### config.mk
export PLATFORM = sky130hd
export DESIGN_NAME = ptc_pressure
export DESIGN_NICKNAME = d
export VERILOG_FILES = /design/src/rtl/pressure_temperature_compensation_core_defines.svh /design/src/rtl/ptc_pkg.sv /design/src/rtl/ptc_pressure.sv
export SDC_FILE = /design/constraint.sdc
export NUM_CORES = 2
export LEC_CHECK = 0
export BUFFER_PORTS_ARGS = -buffer_cell sky130_fd_sc_hd__buf_4
export CORE_MARGIN = 10
export CORE_UTILIZATION = 50
export CTS_BUF_LIST = sky130_fd_sc_hd__clkbuf_4
export CTS_CLUSTER_SIZE = 16
export DETAILED_ROUTE_END_ITERATION = 7
export PLACE_DENSITY = 0.72
export SYNTH_ARGS = -nofsm -noshare
export SYNTH_HDL_FRONTEND = slang
export SYNTH_SLANG_ARGS = --single-unit
### constraint.sdc
create_clock -name clk -period 9.7 [get_ports clk]
set_clock_uncertainty 0.05 [all_clocks]
set_input_delay 1.94 -clock clk [delete_from_list [all_inputs] [get_ports clk]]
set_output_delay 1.94 -clock clk [all_outputs]
set_load 0.02 [all_outputs]
### src/rtl/pressure_temperature_compensation_core_defines.svh
// ----------------------------------------------------------------------------
// Assertion macros for the pressure/temperature compensation core
// Property wrappers that compile away when SYNTHESIS is defined.
// ----------------------------------------------------------------------------
`ifndef PRESSURE_TEMPERATURE_COMPENSATION_CORE_DEFINES_SVH
`define PRESSURE_TEMPERATURE_COMPENSATION_CORE_DEFINES_SVH

`ifndef SYNTHESIS
// Same-cycle implication, disabled while reset is asserted
`define PTC_ASSERT_IMPLY(label, clk, rst_n, ante, cons) \
  label: assert property (@(posedge clk) disable iff (!rst_n) (ante) |-> (cons)) \
    else $error("ptc: same-cycle check failed");
// Next-cycle implication, disabled while reset is asserted
`define PTC_ASSERT_NEXT(label, clk, rst_n, ante, cons) \
  label: assert property (@(posedge clk) disable iff (!rst_n) (ante) |=> (cons)) \
    else $error("ptc: next-cycle check failed");
`else
`define PTC_ASSERT_IMPLY(label, clk, rst_n, ante, cons)
`define PTC_ASSERT_NEXT(label, clk, rst_n, ante, cons)
`endif

`endif

### src/rtl/ptc_pkg.sv
// ----------------------------------------------------------------------------
// ptc_pkg
// Shared beat types, register indexes, limits and helpers for the
// pressure/temperature compensation pipeline.
// ----------------------------------------------------------------------------
package ptc_pkg;

  // Configuration register indexes
  localparam int CFG_IDX_W = 3;
  localparam logic [CFG_IDX_W-1:0] CFG_SENSOR_MODEL   = 3'd0;
  localparam logic [CFG_IDX_W-1:0] CFG_COEF_SENS      = 3'd1;
  localparam logic [CFG_IDX_W-1:0] CFG_COEF_OFFSET    = 3'd2;
  localparam logic [CFG_IDX_W-1:0] CFG_COEF_SENS_TC   = 3'd3;
  localparam logic [CFG_IDX_W-1:0] CFG_COEF_OFFSET_TC = 3'd4;
  localparam logic [CFG_IDX_W-1:0] CFG_COEF_TREF      = 3'd5;
  localparam logic [CFG_IDX_W-1:0] CFG_COEF_TEMPSENS  = 3'd6;

  localparam int CFG_DATA_W = 16;

  // Temperature reference points in hundredths of a degree
  localparam int TEMP_REF  = 2000;
  localparam int TEMP_VLOW = -1500;

  // Output saturation limits
  localparam logic signed [18:0] TEMP_MIN = {1'b1, 18'b0};
  localparam logic signed [18:0] TEMP_MAX = {1'b0, {18{1'b1}}};
  localparam logic signed [39:0] PRES_MIN = {1'b1, 39'b0};
  localparam logic signed [39:0] PRES_MAX = {1'b0, {39{1'b1}}};

  typedef struct packed {
    logic [23:0] raw_pressure;
    logic [23:0] raw_temperature;
  } ptc_in_t;

  typedef struct packed {
    logic signed [18:0] temperature_centi;
    logic signed [39:0] pressure_comp;
  } ptc_out_t;

  typedef struct packed {
    logic        sensor_model;
    logic [15:0] coef_sens;
    logic [15:0] coef_offset;
    logic [15:0] coef_sens_tc;
    logic [15:0] coef_offset_tc;
    logic [15:0] coef_tref;
    logic [15:0] coef_tempsens;
  } ptc_cfg_t;

  // First-order results handed to the correction stages
  typedef struct packed {
    logic [23:0]        d1;
    logic [35:0]        t_sq;
    logic [35:0]        u_sq;
    logic               low_temp;
    logic               very_low;
    logic signed [20:0] temp;
    logic signed [40:0] sens1;
    logic signed [40:0] off1;
  } ptc_fc_t;

  // Corrected sensitivity and offset handed to the pressure stages
  typedef struct packed {
    logic [23:0]        d1;
    logic signed [20:0] temp;
    logic signed [40:0] sens;
    logic signed [40:0] off;
  } ptc_cp_t;

  // Signed shift right by k that truncates toward zero
  function automatic logic signed [65:0] trunc_shr(input logic signed [65:0] x,
                                                   input int unsigned k);
    logic signed [65:0] bias;
    bias = x[65] ? ((66'sd1 <<< k) - 66'sd1) : 66'sd0;
    return (x + bias) >>> k;
  endfunction

endpackage

### src/rtl/ptc_pressure.sv
// ----------------------------------------------------------------------------
// ptc_pressure
// Pressure from D1, SENS and OFF: split 24x41 product, truncating scale-downs,
// saturation of both outputs and the output register.
// ----------------------------------------------------------------------------
module ptc_pressure (
  input  logic              clk,
  input  logic              rst_n,
  input  ptc_pkg::ptc_cfg_t cfg,
  input  logic              in_valid,
  output logic              in_ready,
  input  ptc_pkg::ptc_cp_t  in_data,
  output logic              out_valid,
  input  logic              out_ready,
  output ptc_pkg::ptc_out_t out_data
);
  import ptc_pkg::*;

  localparam int NSTG = 5;

  typedef struct packed {
    logic [44:0]        pp_lo;
    logic signed [44:0] pp_hi;
    logic signed [40:0] off;
    logic signed [20:0] temp;
  } s7_t;

  typedef struct packed {
    logic signed [65:0] prod;
    logic signed [40:0] off;
    logic signed [20:0] temp;
  } s8_t;

  typedef struct packed {
    logic signed [45:0] q;
    logic signed [40:0] off;
    logic signed [20:0] temp;
  } s9_t;

  typedef struct packed {
    logic signed [46:0] p0;
    logic signed [20:0] temp;
  } s10_t;

  logic [NSTG-1:0] vld_r, vld_nxt, en;
  s7_t      s7_r, s7_nxt;
  s8_t      s8_r, s8_nxt;
  s9_t      s9_r, s9_nxt;
  s10_t     s10_r, s10_nxt;
  ptc_out_t s11_r, s11_nxt;

  logic signed [65:0] pdiv;

  // Advance a stage when it is empty or its successor advances
  always_comb begin
    en[NSTG-1] = !vld_r[NSTG-1] || out_ready;
    for (int k = NSTG - 2; k >= 0; k--) begin
      en[k] = !vld_r[k] || en[k+1];
    end
    vld_nxt[0] = en[0] ? in_valid : vld_r[0];
    for (int k = 1; k < NSTG; k++) begin
      vld_nxt[k] = en[k] ? vld_r[k-1] : vld_r[k];
    end
  end

  assign in_ready  = en[0];
  assign out_valid = vld_r[NSTG-1];
  assign out_data  = s11_r;

  // Stage 7: partial products of D1 against the low and high halves of SENS
  always_comb begin
    s7_nxt.pp_lo = 45'(in_data.d1) * 45'(in_data.sens[20:0]);
    s7_nxt.pp_hi = $signed({1'b0, in_data.d1}) * $signed(in_data.sens[40:21]);
    s7_nxt.off   = in_data.off;
    s7_nxt.temp  = in_data.temp;
  end

  // Stage 8: recombine the full product
  always_comb begin
    s8_nxt.prod = (66'(s7_r.pp_hi) <<< 21) + $signed({21'b0, s7_r.pp_lo});
    s8_nxt.off  = s7_r.off;
    s8_nxt.temp = s7_r.temp;
  end

  // Stage 9: D1 * SENS / 2^21
  always_comb begin
    s9_nxt.q    = 46'(trunc_shr(s8_r.prod, 21));
    s9_nxt.off  = s8_r.off;
    s9_nxt.temp = s8_r.temp;
  end

  // Stage 10: subtract OFF
  always_comb begin
    s10_nxt.p0   = 47'(s9_r.q) - 47'(s9_r.off);
    s10_nxt.temp = s9_r.temp;
  end

  // Stage 11: final scale-down and saturation
  always_comb begin
    pdiv = cfg.sensor_model ? trunc_shr(66'(s10_r.p0), 13)
                            : trunc_shr(66'(s10_r.p0), 15);
    if (pdiv < 66'(PRES_MIN)) begin
      s11_nxt.pressure_comp = PRES_MIN;
    end else if (pdiv > 66'(PRES_MAX)) begin
      s11_nxt.pressure_comp = PRES_MAX;
    end else begin
      s11_nxt.pressure_comp = 40'(pdiv);
    end
    if (s10_r.temp < 21'(TEMP_MIN)) begin
      s11_nxt.temperature_centi = TEMP_MIN;
    end else if (s10_r.temp > 21'(TEMP_MAX)) begin
      s11_nxt.temperature_centi = TEMP_MAX;
    end else begin
      s11_nxt.temperature_centi = 19'(s10_r.temp);
    end
  end

  // Clear valid bits under reset
  always_ff @(posedge clk) begin
    if (!rst_n) begin
      vld_r <= '0;
    end else begin
      vld_r <= vld_nxt;
    end
  end

  // Load payload registers on stage advance
  always_ff @(posedge clk) begin
    if (en[0]) s7_r  <= s7_nxt;
    if (en[1]) s8_r  <= s8_nxt;
    if (en[2]) s9_r  <= s9_nxt;
    if (en[3]) s10_r <= s10_nxt;
    if (en[4]) s11_r <= s11_nxt;
  end

endmodule
Yosys cells after proc, flatten, opt, wreduce, memory -nomap -nowiden
Index checks and enable logic that the tools add are counted. W data, S select, Z words.

$add $sub $neg: 5. Multiply operators: 2. Magnitude comparators: 4. Mux-type cells: 6. Reduce and logical (&&, ||, !) cells: 10.

Operators by type and width (count): $add A66 B22 Y66 (1); $add A66 B46 Y66 (1); $gt A66 B40 Y1 const B (1); $lt A66 B40 Y1 const B (1); $mux W66 (1); $add A46 B14 Y47 (1); $add A46 B16 Y47 (1); $sub A45 B41 Y46 (1); $mul A24 B21 Y45 (1); $mul A25 B20 Y45 (1); $mux W40 (1); $gt A21 B19 Y1 const B (1); $lt A21 B19 Y1 const B (1); $mux W21 (1); $mux W19 (1); $mux W15 (1); $mux W13 (1); $logic_not A1 Y1 (5); $logic_or A1 B1 Y1 (5).

Register bits: 518. Input port bits: 228. Output and inout port bits: 61.

Logic depth before layout (Yosys ltp)
Word-level depth: 6. Mapped depth: 28. Gate-level depth less buffers: 26.

Least setup slack after synthesis
Ideal clock, no wire load.

Path kind: in2reg. Start point: in in_data[66] (netlist name). End point: reg s7_r[105] (netlist name), data pin. Library setup time: 0.265 ns. Data arrival time: 8.217 ns. Data required time: 9.385 ns. Setup slack: 1.168 ns. Stages: 23. Path buffers: 1. Path through: clkbuf_1 and2_1 fa_1 fa_1 inv_1 fa_1 inv_1 fa_1 ha_1 fa_1 inv_1 fa_1 inv_1 ha_1 a21o_1 o41ai_4 a2111oi_0 nor2_1 o21ai_1 o41ai_1 o21ai_1 nor4b_1 or3_1.

RTL lines: from (decl) (RTL line ptc_pressure.sv:12) `input ptc_pkg::ptc_cp_t in_data,`; to (signal assigned) (RTL line ptc_pressure.sv:129) `if (en[0]) s7_r <= s7_nxt;`; to (decl) (RTL line ptc_pressure.sv:46) `s7_t s7_r, s7_nxt;`.

==> flow_summary_export.csv <==
group,metric,value,unit
grt,grt_pass1_wl,206300,µm
cts,cts_root_buffer,"clkbuf_4",
grt,grt_pass1_vias,39362,
logic_synthesis,synth_ff_type,"edfxtp_1",
die,die_y,352.0,µm
routing,wl,127000,µm
logic_synthesis,yosysTopAreaCellShare,29.42,%
placed_design,portBuffers,192,
worst_hold_path,worstHoldStart,"s7_r[19]$_DFFE_PP_",
cts,tritoncts,"done",
worst_hold_path,hold_path.class,"flop to flop",
routing,viasPerCell,5.325,
logic_synthesis,synth-async-reset-ratio,0,%
timing,min_period_over_period,88.42,%
layout,nets,6894,
worst_setup_path,cp.depth,24,
grt,grt_overflow,0,
worst_setup_path,worstRegToRegCells,12,
layout,fillers,9590,
die,coreArea,109200,µm²
layout,drive_gt1_share,8.353,%
worst_setup_path,cp_data_arrival_time,9170,ps
timing,rsz0062_at_grt,"false",
logic_synthesis,yosysSeqAreaShare,27.81,%
grt,grt_usage,20.50,%
die,start_util,50.49,%
layout,area_growth,7.789,%
routing,vias,37198,
logic_synthesis,syn_area,55110,µm²
worst_setup_path,crit_fanout,34,
cts,cts_resized,0,
cts,clk_pin_slew,70,ps
placed_design,place_congestion,0.9325,
timing,max-slew-margin-rel,27.17,%
logic_synthesis,synth_nets,6765,
cts,post-cts-setup-buffer-count,0,
logic_synthesis,synth_most_common_cell,"inv_1",
worst_setup_path,r2r_start,"s8_r[127]$_DFFE_PP_",
cts,cts_buffers,114,
timing,fin_tns_setup,0,ps
worst_setup_path,r2r_end,"s9_r[106]$_DFFE_PP_",
logic_synthesis,avgSynthCellArea,10.42,µm²
logic_synthesis,synth_edf_count,507,
worst_setup_path,worst_path_most_repeated_cell,"fa_1",
routing,wl_per_cell,18.18,µm
worst_setup_path,cp_data_required_time,10300,ps
cts,cts_hold_buf,0,
cts,cts.sinks,512,
worst_setup_path,path_class,"input pin to flop",
worst_setup_path,regToRegSetupSlack,5460,ps
logic_synthesis,synth_area_leaders,"fa_1 29%, edfxtp_1 28%, ha_1 10%",
flow_run,drv_cap,0,
timing,fmax,0.1166,GHz
status,outcome,"completed",
logic_synthesis,yosysWarnings,0,
timing,period_needed,8576,ps
routing,ant_nets,0,
layout,final_area,59410,µm²
cts,htree_num_levels,3,
placed_design,dp_hpwl,96710,µm
timing,hold_viol_final,0,
logic_synthesis,yosys.area.top_type,"fa_1",
timing,layout_setup_ws,1124,ps
worst_hold_path,min_to,"s8_r[19]$_DFFE_PP_",
worst_setup_path,cp-end-kind,"flop",
cts,insertion_delay,870,ps
worst_hold_path,hold_depth,0,
timing,finalSetupViolCount,0,
routing,drc_errors,0,
timing,worst_pin_slew,1092,ps
die,ios,289,
timing,fin_hold_ws,352.9,ps
worst_setup_path,worstPathBufferInverterCount,5,
placed_design,dp_worst_setup_slack,308.3,ps
worst_setup_path,cp-start-kind,"input pin",
routing,drt_iter0_drc,2528,
die,die_width,352.0,µm
grt,grt_start_max_net_pins,72,
timing,drv_slew,0,
grt,antenna_found_initial,9,
logic_synthesis,synth_cells,5288,
logic_synthesis,ys_types,71,
worst_setup_path,slowest_delay,520,ps
die,die_area,123900,µm²
cts,cts_buffer_depth,3,
logic_synthesis,synthTopCellsByCount,"967 x inv_1, 810 x fa_1, 619 x nand2_1",
die,rows,121,
worst_setup_path,path_delay_family,"adder cells",
worst_setup_path,slowest_stage,"fa_1",
logic_synthesis,synth-seq-cells,512,
worst_setup_path,crit_chain,"buf_4 -> and2_1 -> fa_1 -> fa_1 -> inv_1 -> fa_1 -> inv_1 -> fa_1 -> fa_1 -> fa_1 -> inv_1 -> fa_1 -> inv_1 -> ha_1 -> a21o_1 -> a21oi_1 -> o21ai_0 -> a21oi_1 -> o21a_1 -> o41ai_2 -> nand3_1 -> a311o_2 -> o41ai_2 -> xnor2_1",
routing,firstDrtPassIters,6,
placed_design,dpl_cell_area,57930,µm²
[state kept, by name, summed over array words and instances (netlist names)]
| signal | flops |
|---|---|
| s7_r | 152 |
| s8_r | 128 |
| s9_r | 86 |
| s10_r | 67 |
| out_data | 53 |
| s10_nxt | 21 |
| vld_r | 5 |
[logic make-up after synthesis]
group	Yosys count	synth area share (%)
XOR/XNOR	270	4.291
adder cells (fa/ha/maj)	1249	39.39
multiplexers	25	0.4563
AO/OA/AOI/OAI	504	5.980
buffers and inverters	1197	8.198
AND/OR/NAND/NOR	1531	13.88
flip-flops	512	27.81
[worst register-to-register path: stages (launching register included)]
cell and delay (ps):
edfxtp_1 370, buf_4 240, ha_1 370, a21o_1 110, a21o_1 130, a211oi_1 70
o21ai_0 400, o2111a_1 470, and4_1 530, nand3_1 320, or3_1 570, nor3_1 270
xor2_1 100
[through the flow]
step,instances,utilization (%)
2_1_floorplan,5288,-
3_3_place_gp,6777,53.07
3_5_place_dp,6777,53.07
4_1_cts,6983,54.42
5_1_grt,6985,54.42
6_report,6986,54.42
[placed cells by master (no fill, tap or decap), drive strengths merged, types with 36 or more instances in the layout]
cell type and n:
a21oi 152, inv 970, xnor2 179, fa 810, and2 511, ha 439, nand3 69, buf 241
xor2 91, nand4 41, clkbuf 160, and3 36, nand2 619, nor3 42, edfxtp 507, a21o 93
nor2 125, clkinv 40, o21ai 86
[how the worst max path moves through the flow]
stage / startpoint / to / slack, ps
5_1_grt: in_data[109] / s7_r[105]$_DFFE_PP_ / 920
3_3_place_gp: in_data[109] / s7_r[103]$_DFFE_PP_ / 360
2_1_floorplan: in_data[66] / s7_r[105]$_DFFE_PP_ / 1170
6_report: in_data[118] / s7_r[151]$_DFFE_PP_ / 1120
4_1_cts: in_data[109] / s7_r[103]$_DFFE_PP_ / 1250
3_5_place_dp: in_data[109] / s7_r[103]$_DFFE_PP_ / 310
[per-layer routing]
| layer | GRT usage, % | vias up | wire length (µm) |
|---|---|---|---|
| li1 | - | 17038 | - |
| met1 | 27.34 | 18575 | 54090 |
| met2 | 33.05 | 1337 | 58720 |
| met3 | 4.607 | 240 | 10590 |
| met4 | 6.548 | 8 | 3557 |
| met5 | 0 | - | 56 |
[layout make-up]
class | count | area (µm²) | share of cell area (%)
Antenna cell | 3 | 7.507 | 0.01264
Multi-Input combinational cell | 3579 | 35290 | 59.41
Clock inverter | 46 | 271.5 | 0.4570
Timing Repair Buffer | 241 | 1822 | 3.067
Tap cell | 1476 | 1847 | 3.109
Inverter | 969 | 3640 | 6.127
Sequential cell | 512 | 15320 | 25.80
Clock buffer | 160 | 1201 | 2.022
Power is not shown: default switching activity piles up to over one toggle a cycle in this logic, so the estimate is an artifact.
