===== config.mk =====
export PLATFORM = sky130hd
export DESIGN_NAME = ptc_correct
export DESIGN_NICKNAME = d
export VERILOG_FILES = /design/src/rtl/pressure_temperature_compensation_core_defines.svh /design/src/rtl/ptc_pkg.sv /design/src/rtl/ptc_correct.sv
export SDC_FILE = /design/constraint.sdc
export NUM_CORES = 1
export LEC_CHECK = 0
export ABC_AREA = 1
export CAP_MARGIN = 15
export CORE_UTILIZATION = 50
export CTS_BUF_LIST = sky130_fd_sc_hd__clkbuf_4 sky130_fd_sc_hd__clkbuf_8 sky130_fd_sc_hd__clkbuf_16
export CTS_CLUSTER_SIZE = 20
export DETAILED_ROUTE_END_ITERATION = 10
export DONT_BUFFER_PORTS = 1
export PLACE_DENSITY = 0.68
export SLEW_MARGIN = 20
export SYNTH_ARGS = -nofsm -noshare
export SYNTH_HDL_FRONTEND = slang
export SYNTH_SLANG_ARGS = --single-unit

===== constraint.sdc =====
create_clock -name clk -period 6.72 [get_ports clk]
set_input_delay 0.336 -clock clk [delete_from_list [all_inputs] [get_ports clk]]
set_output_delay 0.336 -clock clk [all_outputs]
set_load 0.01 [all_outputs]

===== src/rtl/pressure_temperature_compensation_core_defines.svh =====
// ----------------------------------------------------------------------------
// Assertion macros for the pressure/temperature compensation core
// Property wrappers that compile away when SYNTHESIS is defined.
// ----------------------------------------------------------------------------
`ifndef PRESSURE_TEMPERATURE_COMPENSATION_CORE_DEFINES_SVH
`define PRESSURE_TEMPERATURE_COMPENSATION_CORE_DEFINES_SVH

`ifndef SYNTHESIS
// Same-cycle implication, disabled while reset is asserted
`define PTC_ASSERT_IMPLY(label, clk, rst_n, ante, cons) \
  label: assert property (@(posedge clk) disable iff (!rst_n) (ante) |-> (cons)) \
    else $error("ptc: same-cycle check failed");
// Next-cycle implication, disabled while reset is asserted
`define PTC_ASSERT_NEXT(label, clk, rst_n, ante, cons) \
  label: assert property (@(posedge clk) disable iff (!rst_n) (ante) |=> (cons)) \
    else $error("ptc: next-cycle check failed");
`else
`define PTC_ASSERT_IMPLY(label, clk, rst_n, ante, cons)
`define PTC_ASSERT_NEXT(label, clk, rst_n, ante, cons)
`endif

`endif


===== src/rtl/ptc_pkg.sv =====
// ----------------------------------------------------------------------------
// ptc_pkg
// Shared beat types, register indexes, limits and helpers for the
// pressure/temperature compensation pipeline.
// ----------------------------------------------------------------------------
package ptc_pkg;

  // Configuration register indexes
  localparam int CFG_IDX_W = 3;
  localparam logic [CFG_IDX_W-1:0] CFG_SENSOR_MODEL   = 3'd0;
  localparam logic [CFG_IDX_W-1:0] CFG_COEF_SENS      = 3'd1;
  localparam logic [CFG_IDX_W-1:0] CFG_COEF_OFFSET    = 3'd2;
  localparam logic [CFG_IDX_W-1:0] CFG_COEF_SENS_TC   = 3'd3;
  localparam logic [CFG_IDX_W-1:0] CFG_COEF_OFFSET_TC = 3'd4;
  localparam logic [CFG_IDX_W-1:0] CFG_COEF_TREF      = 3'd5;
  localparam logic [CFG_IDX_W-1:0] CFG_COEF_TEMPSENS  = 3'd6;

  localparam int CFG_DATA_W = 16;

  // Temperature reference points in hundredths of a degree
  localparam int TEMP_REF  = 2000;
  localparam int TEMP_VLOW = -1500;

  // Output saturation limits
  localparam logic signed [18:0] TEMP_MIN = {1'b1, 18'b0};
  localparam logic signed [18:0] TEMP_MAX = {1'b0, {18{1'b1}}};
  localparam logic signed [39:0] PRES_MIN = {1'b1, 39'b0};
  localparam logic signed [39:0] PRES_MAX = {1'b0, {39{1'b1}}};

  typedef struct packed {
    logic [23:0] raw_pressure;
    logic [23:0] raw_temperature;
  } ptc_in_t;

  typedef struct packed {
    logic signed [18:0] temperature_centi;
    logic signed [39:0] pressure_comp;
  } ptc_out_t;

  typedef struct packed {
    logic        sensor_model;
    logic [15:0] coef_sens;
    logic [15:0] coef_offset;
    logic [15:0] coef_sens_tc;
    logic [15:0] coef_offset_tc;
    logic [15:0] coef_tref;
    logic [15:0] coef_tempsens;
  } ptc_cfg_t;

  // First-order results handed to the correction stages
  typedef struct packed {
    logic [23:0]        d1;
    logic [35:0]        t_sq;
    logic [35:0]        u_sq;
    logic               low_temp;
    logic               very_low;
    logic signed [20:0] temp;
    logic signed [40:0] sens1;
    logic signed [40:0] off1;
  } ptc_fc_t;

  // Corrected sensitivity and offset handed to the pressure stages
  typedef struct packed {
    logic [23:0]        d1;
    logic signed [20:0] temp;
    logic signed [40:0] sens;
    logic signed [40:0] off;
  } ptc_cp_t;

  // Signed shift right by k that truncates toward zero
  function automatic logic signed [65:0] trunc_shr(input logic signed [65:0] x,
                                                   input int unsigned k);
    logic signed [65:0] bias;
    bias = x[65] ? ((66'sd1 <<< k) - 66'sd1) : 66'sd0;
    return (x + bias) >>> k;
  endfunction

endpackage


===== src/rtl/ptc_correct.sv =====
// ----------------------------------------------------------------------------
// ptc_correct
// Second-order offset and sensitivity corrections for low, very-low and
// high temperature, applied to the first-order SENS and OFF.
// ----------------------------------------------------------------------------
module ptc_correct (
  input  logic              clk,
  input  logic              rst_n,
  input  ptc_pkg::ptc_cfg_t cfg,
  input  logic              in_valid,
  output logic              in_ready,
  input  ptc_pkg::ptc_fc_t  in_data,
  output logic              out_valid,
  input  logic              out_ready,
  output ptc_pkg::ptc_cp_t  out_data
);
  import ptc_pkg::*;

  localparam int NSTG = 2;

  typedef struct packed {
    logic [23:0]        d1;
    logic signed [20:0] temp;
    logic signed [40:0] sens1;
    logic signed [40:0] off1;
    logic [39:0]        offi;
    logic [39:0]        sensi;
  } s5_t;

  logic [NSTG-1:0] vld_r, vld_nxt, en;
  s5_t     s5_r, s5_nxt;
  ptc_cp_t s6_r, s6_nxt;

  logic [41:0] t2_x, u2_x;

  // Advance a stage when it is empty or its successor advances
  always_comb begin
    en[NSTG-1] = !vld_r[NSTG-1] || out_ready;
    for (int k = NSTG - 2; k >= 0; k--) begin
      en[k] = !vld_r[k] || en[k+1];
    end
    vld_nxt[0] = en[0] ? in_valid : vld_r[0];
    for (int k = 1; k < NSTG; k++) begin
      vld_nxt[k] = en[k] ? vld_r[k-1] : vld_r[k];
    end
  end

  assign in_ready  = en[0];
  assign out_valid = vld_r[NSTG-1];
  assign out_data  = s6_r;

  // Stage 5: pick the correction terms for the model and temperature band
  always_comb begin
    t2_x = 42'(in_data.t_sq);
    u2_x = 42'(in_data.u_sq);

    s5_nxt.d1    = in_data.d1;
    s5_nxt.temp  = in_data.temp;
    s5_nxt.sens1 = in_data.sens1;
    s5_nxt.off1  = in_data.off1;
    s5_nxt.offi  = '0;
    s5_nxt.sensi = '0;
    if (!cfg.sensor_model) begin
      if (in_data.low_temp) begin
        s5_nxt.offi  = 40'((t2_x * 42'd31) >> 3);
        s5_nxt.sensi = 40'((t2_x * 42'd63) >> 5);
      end
    end else if (in_data.low_temp) begin
      // Very-low band adds its own term on top of the low band
      s5_nxt.offi  = 40'(((t2_x * 42'd3) >> 1)
                   + (in_data.very_low ? u2_x * 42'd7 : 42'd0));
      s5_nxt.sensi = 40'(((t2_x * 42'd5) >> 3)
                   + (in_data.very_low ? (u2_x << 2) : 42'd0));
    end else begin
      s5_nxt.offi  = 40'(t2_x >> 4);
    end
  end

  // Stage 6: apply the corrections
  always_comb begin
    s6_nxt.d1   = s5_r.d1;
    s6_nxt.temp = s5_r.temp;
    s6_nxt.sens = s5_r.sens1 - $signed({1'b0, s5_r.sensi});
    s6_nxt.off  = s5_r.off1 - $signed({1'b0, s5_r.offi});
  end

  // Clear valid bits under reset
  always_ff @(posedge clk) begin
    if (!rst_n) begin
      vld_r <= '0;
    end else begin
      vld_r <= vld_nxt;
    end
  end

  // Load payload registers on stage advance
  always_ff @(posedge clk) begin
    if (en[0]) s5_r <= s5_nxt;
    if (en[1]) s6_r <= s6_nxt;
  end

endmodule


# After elaboration in Yosys (flattened, before gate mapping)
# Cells that the tools add are included.
# totals
in_bits	302
reg_bits	336
output_inout_bits	129
wordCells	31
# classes
reduce_logical	4
addsub	4
muxes	6
mul	5
# ops
op	count
$sub 41x41->41	2
$mux 80	1
$mul 36x3->39 const B	2
$mux 39	2
$mux 78	1
$mul 36x6->42 const B	1
$mul 36x5->41 const B	1
$add 37x39->40	1
$mux 40	1
$add 36x38->39	1
$mul 36x2->38 const B	1
$mux 38	1
$logic_not 1->1	2
$logic_or 1x1->1	2

# Longest topological paths before layout
# Gate-level depths: netlist (run 1).
# depth
depth_word	5
ltp_mapped	31
ltp_nobuf	31

# Worst setup path after synthesis (run 1)
# Ideal clock, no wire load.
# synth_timing
path_kind	input to register
startpoint	in out_ready
endpoint	reg s5_r[0] in the netlist's numbering, enable pin
setup_slack_ps	-511
n_path_buf	0
required_time_ps	4541
setup_ps	2179
path_stages	2
arrival_ps	5053
cell_sequence	inv_1 > nand3_1
# synth_between
elab_chain_cells	2
# synth_lines
element	line_no	text
start, declared	ptc_correct.sv:14	input logic out_ready,
$logic_or 1x1->1	ptc_correct.sv:38	en[NSTG-1] = !vld_r[NSTG-1] || out_ready;
$logic_or 1x1->1	ptc_correct.sv:40	en[k] = !vld_r[k] || en[k+1];
via in_ready	ptc_correct.sv:11	output logic in_ready,
end signal, assigned	ptc_correct.sv:98	if (en[0]) s5_r <= s5_nxt;
end, declared	ptc_correct.sv:31	s5_t s5_r, s5_nxt;
# The timed path passes the listed nets, and every way through them passes these cells.
# A chain may end at the register's enable or synchronous reset.

==> flow_metrics.tcl, run 1 <==
set metrics [dict create \
    seqCellArea_um2 10000 \
    synth_top_family_by_area "adder cells" \
    dieArea_um2 77700 \
    port_buffers 0 \
    drive_gt1_share_pct 2.95 \
    vias 35900 \
    vias_per_cell 5.79 \
    cts_sinks 335 \
    ios 431 \
    hold_viol 0 \
    status "completed" \
    root_buffer "clkbuf_16" \
    drcViolationCount 0 \
    cellPowerDensity_nw_per_um2 369 \
    grt_pass1_vias 34200 \
    ant_nets 0 \
    area_growth_pct 9.20 \
    ys_seq_area_share_pct 26.2 \
    drt-initial-drc-count 3241 \
    fillCellCount 7327 \
    fin_hold_ws_ps 20.8 \
    grt-ovfl-total 0 \
    layout_common_cells "1060 x nand2_1, 762 x inv_1, 572 x nor2_1, 449 x a21oi_1, 375 x ha_1" \
    synth_area_um2 38300 \
    yosysUniqueCellTypes 61 \
    grt_max_degree 71 \
    critPathArrivalTime_ps 4830 \
    initial_utilization_pct 50.5 \
    syn_avg_cell_area_um2 7.57 \
    place.gp.congestion 1.02 \
    yosys.area_share.simple_pct 22.5 \
    tritoncts "yes" \
    tightest_slew_ps 1120 \
    synth_xor_area_share_pct 3.73 \
    dp_slack_ps 1670 \
    utilization_pct 55.1 \
    critPathLaunchType "input pin" \
    design.core.area_um2 75800 \
    hold_path_class "input pin to flip-flop" \
    skew_ps 42.6 \
    rows 101 \
    setup_viol 0 \
    ys_seq_elements 335 \
    wl_per_cell_um 23.2 \
    cts_resized 0 \
    netlist_instances 5056 \
    ir_drop_v 0.000244 \
    muxShareOfSynthArea_pct 0 \
    relSlewSlack_pct 24.8 \
    synthAdderAreaFrac_pct 23.2 \
    clock_path_buffers 3 \
    grt_pass1_wl_mm 212 \
    final_max_slew_viol_count 0 \
    fin_total_pwr_mw 15.4 \
    worstSetupPathType "input pin to flip-flop" \
    synth_compound_gate_area_share_pct 16.6 \
    required_ps 7000 \
    fin_nets 6090 \
    setup_ws_ps 2170 \
    numCtsBuffers 31 \
    power.leakage_nw 18.9 \
    rsz0062_at_grt "no" \
    wl_mm 144 \
    fin_crit_ps 4550 \
    dp_hpwl_mm 120 \
    yosysWarnings 0 \
    die_width_um 279 \
    mostFrequentLayoutCell "nand2_1" \
    maxCapViolCount 0 \
    cp_max_fo 5 \
    worstSetupEndpointType "flip-flop" \
    grt_usage_pct 36.3 \
    h-tree-depth 1 \
    die_h_um 279 \
    path_clk_slew_ps 60 \
    antenna_found_initial 11 \
    multi_input_area_um2 25300 \
    drt_first_pass_iters 6 \
    post-route-period-util_pct 67.7 \
    fmax_mhz 220 \
    synth_nets 5942 \
    finalSetupTns_ps 0 \
    clk_latency_ps 620 \
]
state kept, by name, indices dropped and copies added (netlist names):
signal    cells
out_data    127
vld_r         2
s5_r        206
worst max-delay path, stage by stage:
cell	delay (ps)
fa_1	520
ha_1	230
inv_1	70
fa_1	420
inv_1	110
nand3_1	70
nand2_1	170
nand3_1	90
nand2_1	100
nand2_1	70
nand2_1	140
nand2_1	70
nand2_1	120
nand2_1	60
nand2_1	70
o21ai_0	70
a21oi_1	240
ha_1	350
nand2_1	130
nor2_1	50
inv_1	130
o21ai_0	160
a21oi_1	200
nand3_1	180
o21ai_0	450
nand2_1	200
cell usage after synthesis, drive strengths merged:
| cell | number | share of area [%] |
|---|---|---|
| clkbuf | 20 | 0.20 |
| o211ai | 20 | 0.41 |
| o221a | 2 | 0.059 |
| nand3 | 247 | 3.2 |
| nand2 | 1068 | 11 |
| nand3b | 9 | 0.18 |
| a31o | 2 | 0.046 |
| a21boi | 21 | 0.46 |
| nand4 | 53 | 0.87 |
| o21bai | 49 | 1.0 |
| o221ai | 6 | 0.14 |
| a221oi | 2 | 0.046 |
| o22ai | 11 | 0.18 |
| clkinv | 1 | 0.0098 |
| nor3 | 71 | 1.0 |
| nor2 | 582 | 5.8 |
| and3 | 8 | 0.13 |
| o21a | 12 | 0.24 |
| a21o | 58 | 1.1 |
| fa | 209 | 11 |
| o21ai | 361 | 5.0 |
| or2 | 17 | 0.28 |
| buf | 9 | 0.095 |
| nor4 | 21 | 0.39 |
| edfxtp | 333 | 26 |
| a22oi | 1 | 0.020 |
| o32ai | 4 | 0.091 |
| a31oi | 71 | 1.2 |
| nor3b | 1 | 0.033 |
| xor2 | 112 | 2.6 |
| ha | 375 | 12 |
| xnor2 | 51 | 1.2 |
| a211oi | 5 | 0.098 |
| inv | 765 | 7.5 |
| and2 | 3 | 0.049 |
| a21oi | 466 | 6.3 |
| o2111ai | 1 | 0.023 |
| o31ai | 7 | 0.14 |
| dfxtp | 2 | 0.10 |
report_power, final:
part / leakage (nW) / internal [mW] / switching (mW)
logic: 14.9 / 3.29 / 7.03
clock network: 0.464 / 0.930 / 0.794
registers: 3.59 / 3.03 / 0.347
final timing paths:
path,startpoint,endpoint,slack [ps],cells past startpoint
worst max register to register,s5_r[149]$_DFFE_PP_,out_data[80]$_DFFE_PP_,3950,8
worst min-delay path,in_data[160],s5_r[55]$_DFFE_PP_,20,2
worst max-delay path,in_data[105],s5_r[74]$_DFFE_PP_,2170,26
worst min register to register,s5_r[201]$_DFFE_PP_,out_data[121]$_DFFE_PP_,400,0
per-stage QoR:
step | std cells | instance area (um^2)
final | 6204 | 41800
after global routing | 6204 | 41800
after CTS | 6203 | 41800
after detailed placement | 6013 | 39500
after global placement | 6013 | 39500
after floorplan | 5056 | 38300
area by class of cell:
cell class / count / area share (%)
antenna: 1 / 0.00599
clock buffer: 34 / 1.91
clock inverter: 20 / 0.392
inverter: 766 / 6.88
multi-input combinational: 3926 / 60.5
sequential: 335 / 24.0
tap: 978 / 2.93
timing repair buffer: 144 / 3.40
layer usage:
metal	vias to the layer above	routed length, um	global-route usage, %
li1	17300	-	-
met2	1554	62500	56.8
met4	2	6230	13.9
met5	-	7	0
met3	238	13000	6.59
met1	16800	62100	49.7
kinds of logic after synthesis:
logic type / after synthesis
AO/OA/AOI/OAI: 1099
flip-flops: 335
XOR/XNOR: 163
buffers and inverters: 795
adder cells (fa/ha/maj): 584
AND/OR/NAND/NOR: 2080
what timing repair did:
action / CTS / global route
hold buffers: 136 / 0
setup endpoints to repair: 0 / 0
hold endpoints to repair: 135 / 0
buffers inserted: 0 / 0
(Power assumes the default switching activity.)
==> run 2, diff against run 1 <==
Settings changed: ABC_AREA 1 to 0.
Clock period 6.72 ns to 3.9 ns, I/O delays scaled along.
==> run 2 against run 1 <==
  * The run now ends with hold timing, setup timing left
  * Die area down 15%
  * Sequential share of layout area shrank 1.5 points
  * Non-clock buffer count up 780
  * Via count is 19% lower
  * Sequential power is 75% higher
  * Critical path depth is 1 lower
  * Flip-flop and latch count unchanged
  * Global-route usage down 4.7 points
  * Register-to-register slack got worse by 3800 ps
  * Critical path type unchanged
  * Highest routed layer is now met4
==> flow_metrics.tcl, run 2 <==
set metrics [dict create \
    status "finished, violations left" \
    violations "hold timing, setup timing" \
    port_buffers 0 \
    path_clk_slew_ps 50 \
    ios 431 \
    hold_path_class "input pin to flip-flop" \
    synth.most_common_cell "ha_1" \
    vias_per_cell 5.82 \
    dp_hpwl_mm 80.7 \
    synthAdderAreaFrac_pct 27.2 \
    drive_gt1_share_pct 28.3 \
    grt_usage_pct 31.6 \
    fin_total_pwr_mw 29.1 \
    setup_viol 49 \
    yosys.area.top_type "edfxtp_1" \
    setup_ws_ps -1230 \
    cp_top_family "compound AO/OA/AOI/OAI gates" \
    skew_ps 37.1 \
    cellPowerDensity_nw_per_um2 652 \
    wl_per_cell_um 21.4 \
    fin_hold_ws_ps -92.2 \
    post-route-period-util_pct 131 \
    ys_seq_area_share_pct 30.8 \
    power.leakage_nw 19.7 \
    rows 93 \
    critPathMaxStageDelay_ps 540 \
    fmax_mhz 195 \
    ys_seq_elements 335 \
    synth_top_cells_by_area "edfxtp_1 31%, ha_1 14%, fa_1 13%, xnor2_1 4.7%, a21oi_1 4.2%" \
    synth_area_um2 32600 \
    wl_mm 107 \
    synth_edf_count 333 \
    numCtsBuffers 34 \
    critPathLaunchType "input pin" \
    hold_start "cfg[96]" \
    cts_sinks 335 \
    drcViolationCount 0 \
    holdPathEnd "s5_r[77]$_DFFE_PP_" \
    maxCapViolCount 0 \
    mostFrequentLayoutCell "buf_4" \
    grt_pass1_vias 29900 \
    tritoncts "yes" \
    fillCellCount 4753 \
    tightest_slew_ps 1340 \
    yosysWarnings 0 \
    synth_flop_cell "edfxtp_1" \
    hold_path_depth 1 \
    ir_drop_v 0.000359 \
    required_ps 4160 \
    worstSetupPathType "input pin to flip-flop" \
    drt-initial-drc-count 1979 \
    fin_crit_ps 5130 \
    synth_xor_area_share_pct 7.18 \
    syn_avg_cell_area_um2 10.2 \
    place.gp.congestion 0.960 \
    die_width_um 257 \
    yosysUniqueCellTypes 84 \
    startpoint "in_data[105]" \
    path_common_cell "a21oi_1" \
    rsz0062_at_grt "yes" \
    largest_reg_flops 206 \
    synth_compound_gate_area_share_pct 19.7 \
    hold_viol 2 \
    synth_top_family_by_area "adder cells" \
    vias 29000 \
    grt_max_degree 94 \
    layout_common_cells "716 x buf_4, 333 x edfxtp_1, 327 x ha_1, 222 x a21oi_1, 210 x inv_1" \
    stdcell_area_um2 44600 \
    clock_path_buffers 3 \
    r2r_cells 10 \
    initial_utilization_pct 50.5 \
    area_growth_pct 36.7 \
    crit_buf_inv 3 \
    clk_latency_ps 540 \
    dieArea_um2 66200 \
    drt_first_pass_iters 6 \
    reg2reg_to "out_data[39]$_DFFE_PP_" \
    placed_area_um2 39400 \
    ff2ff_setup_slack_ps 170 \
    synthArstFlopShare_pct 0 \
    root_buffer "clkbuf_16" \
    grt-ovfl-total 0 \
    cp_max_fo 3 \
    antenna_found_initial 5 \
    critPathArrivalTime_ps 5390 \
    design.core.area_um2 64500 \
    grt_pass1_wl_mm 165 \
    muxShareOfSynthArea_pct 0.280 \
    yosys.area_share.simple_pct 11.6 \
    relSlewSlack_pct 10.5 \
    finalSetupTns_ps -23160 \
    worstReg2RegStart "s5_r[94]$_DFFE_PP_" \
    top_register "s5_r" \
    die_h_um 257 \
    worstSetupEndpointType "flip-flop" \
    h-tree-depth 2 \
    fin_nets 4988 \
    netlist_instances 3199 \
    crit_path_top_delay_cell "fa_1" \
    synth_nets 4085 \
    synth_commonest_cells "375 x ha_1, 333 x edfxtp_1, 274 x a21oi_1" \
    yosys.area.top_type_share_pct 30.7 \
    ant_nets 0 \
    final_max_slew_viol_count 0 \
]
==> run 2: changes by cell type after synthesis, moves of 81 or more <==
cell,previous run,this run
a21oi_1,449,274
inv_1,762,214
nand2_1,1061,186
and2_1,3,84
xnor2_1,51,174
o21ai_0,308,175
nand3_1,246,44
a21o_1,57,159
nor2_1,572,155
==> run 2: cell families (layout without fill, tap and decap cells) <==
group                      Yosys count  in the layout
xor gates and xnor gates           267            267
AOI/OAI and AO/OA                  990            990
DFF                                335            335
and+or+nand+nor                    743            743
other                                0              3
muxes                                9              9
buffers and inverters              271           1200
adders and majority gates          584            584
==> run 2: what timing repair did <==
action | 4_1_cts | 5_1_grt
setup endpoints to repair | 50 | 56
hold buffers | 165 | 1
pin swaps | 176 | 142
endpoints found under the hold margin | 185 | 4
buffers inserted | 49 | 37
resized for setup | 210 | 159
==> run 2: how the worst max path moves through the flow <==
stage / endpoint / cells after the start
final: s5_r[77]$_DFFE_PP_ / 25
after detailed placement: s5_r[77]$_DFFE_PP_ / 24
after global placement: s5_r[77]$_DFFE_PP_ / 25
after floorplan: s5_r[77]$_DFFE_PP_ / 25
after global routing: s5_r[77]$_DFFE_PP_ / 25
after CTS: s5_r[77]$_DFFE_PP_ / 25
==> run 2: where the power goes <==
| group | switching, mW | internal [mW] |
|---|---|---|
| Sequential | 0.683 | 5.21 |
| Clock | 1.46 | 2.03 |
| Combinational | 10.1 | 9.58 |
==> run 2: final cells by class <==
cell class | count | area, um^2 | area share (%)
multi-input combinational | 2593 | 23900 | 53.6
clock inverter | 23 | 288 | 0.646
inverter | 214 | 806 | 1.81
clock buffer | 39 | 906 | 2.03
tap | 855 | 1070 | 2.40
antenna | 3 | 7.51 | 0.0168
sequential | 335 | 10000 | 22.5
timing repair buffer | 924 | 7540 | 16.9
==> run 2: worst reg2reg max path: cells and delay by family (launching register included) <==
| family | cells | cell delay [ps] |
|---|---|---|
| compound gates | 7 | 2240 |
| fa+ha+maj | 1 | 390 |
| flops | 1 | 420 |
| simple gates | 2 | 470 |
==> run 2: metrics by stage <==
stage | cells | utilization [%] | worst slack (ps)
after floorplan | 3199 | - | -1510
after global placement | 4695 | 61.1 | -1720
after detailed placement | 4695 | 61.1 | -1760
after CTS | 4963 | 67.6 | -1130
after global routing | 4985 | 69.1 | -1390
final | 4986 | 69.1 | -1230
==> run 2: metal layers <==
metal | up-vias | GRT usage, % | routed length (um)
met5 | - | 0 | 0
li1 | 13600 | - | -
met3 | 171 | 4.17 | 6800
met1 | 14200 | 42.0 | 45700
met2 | 1020 | 53.8 | 51200
met4 | 0 | 8.66 | 2890
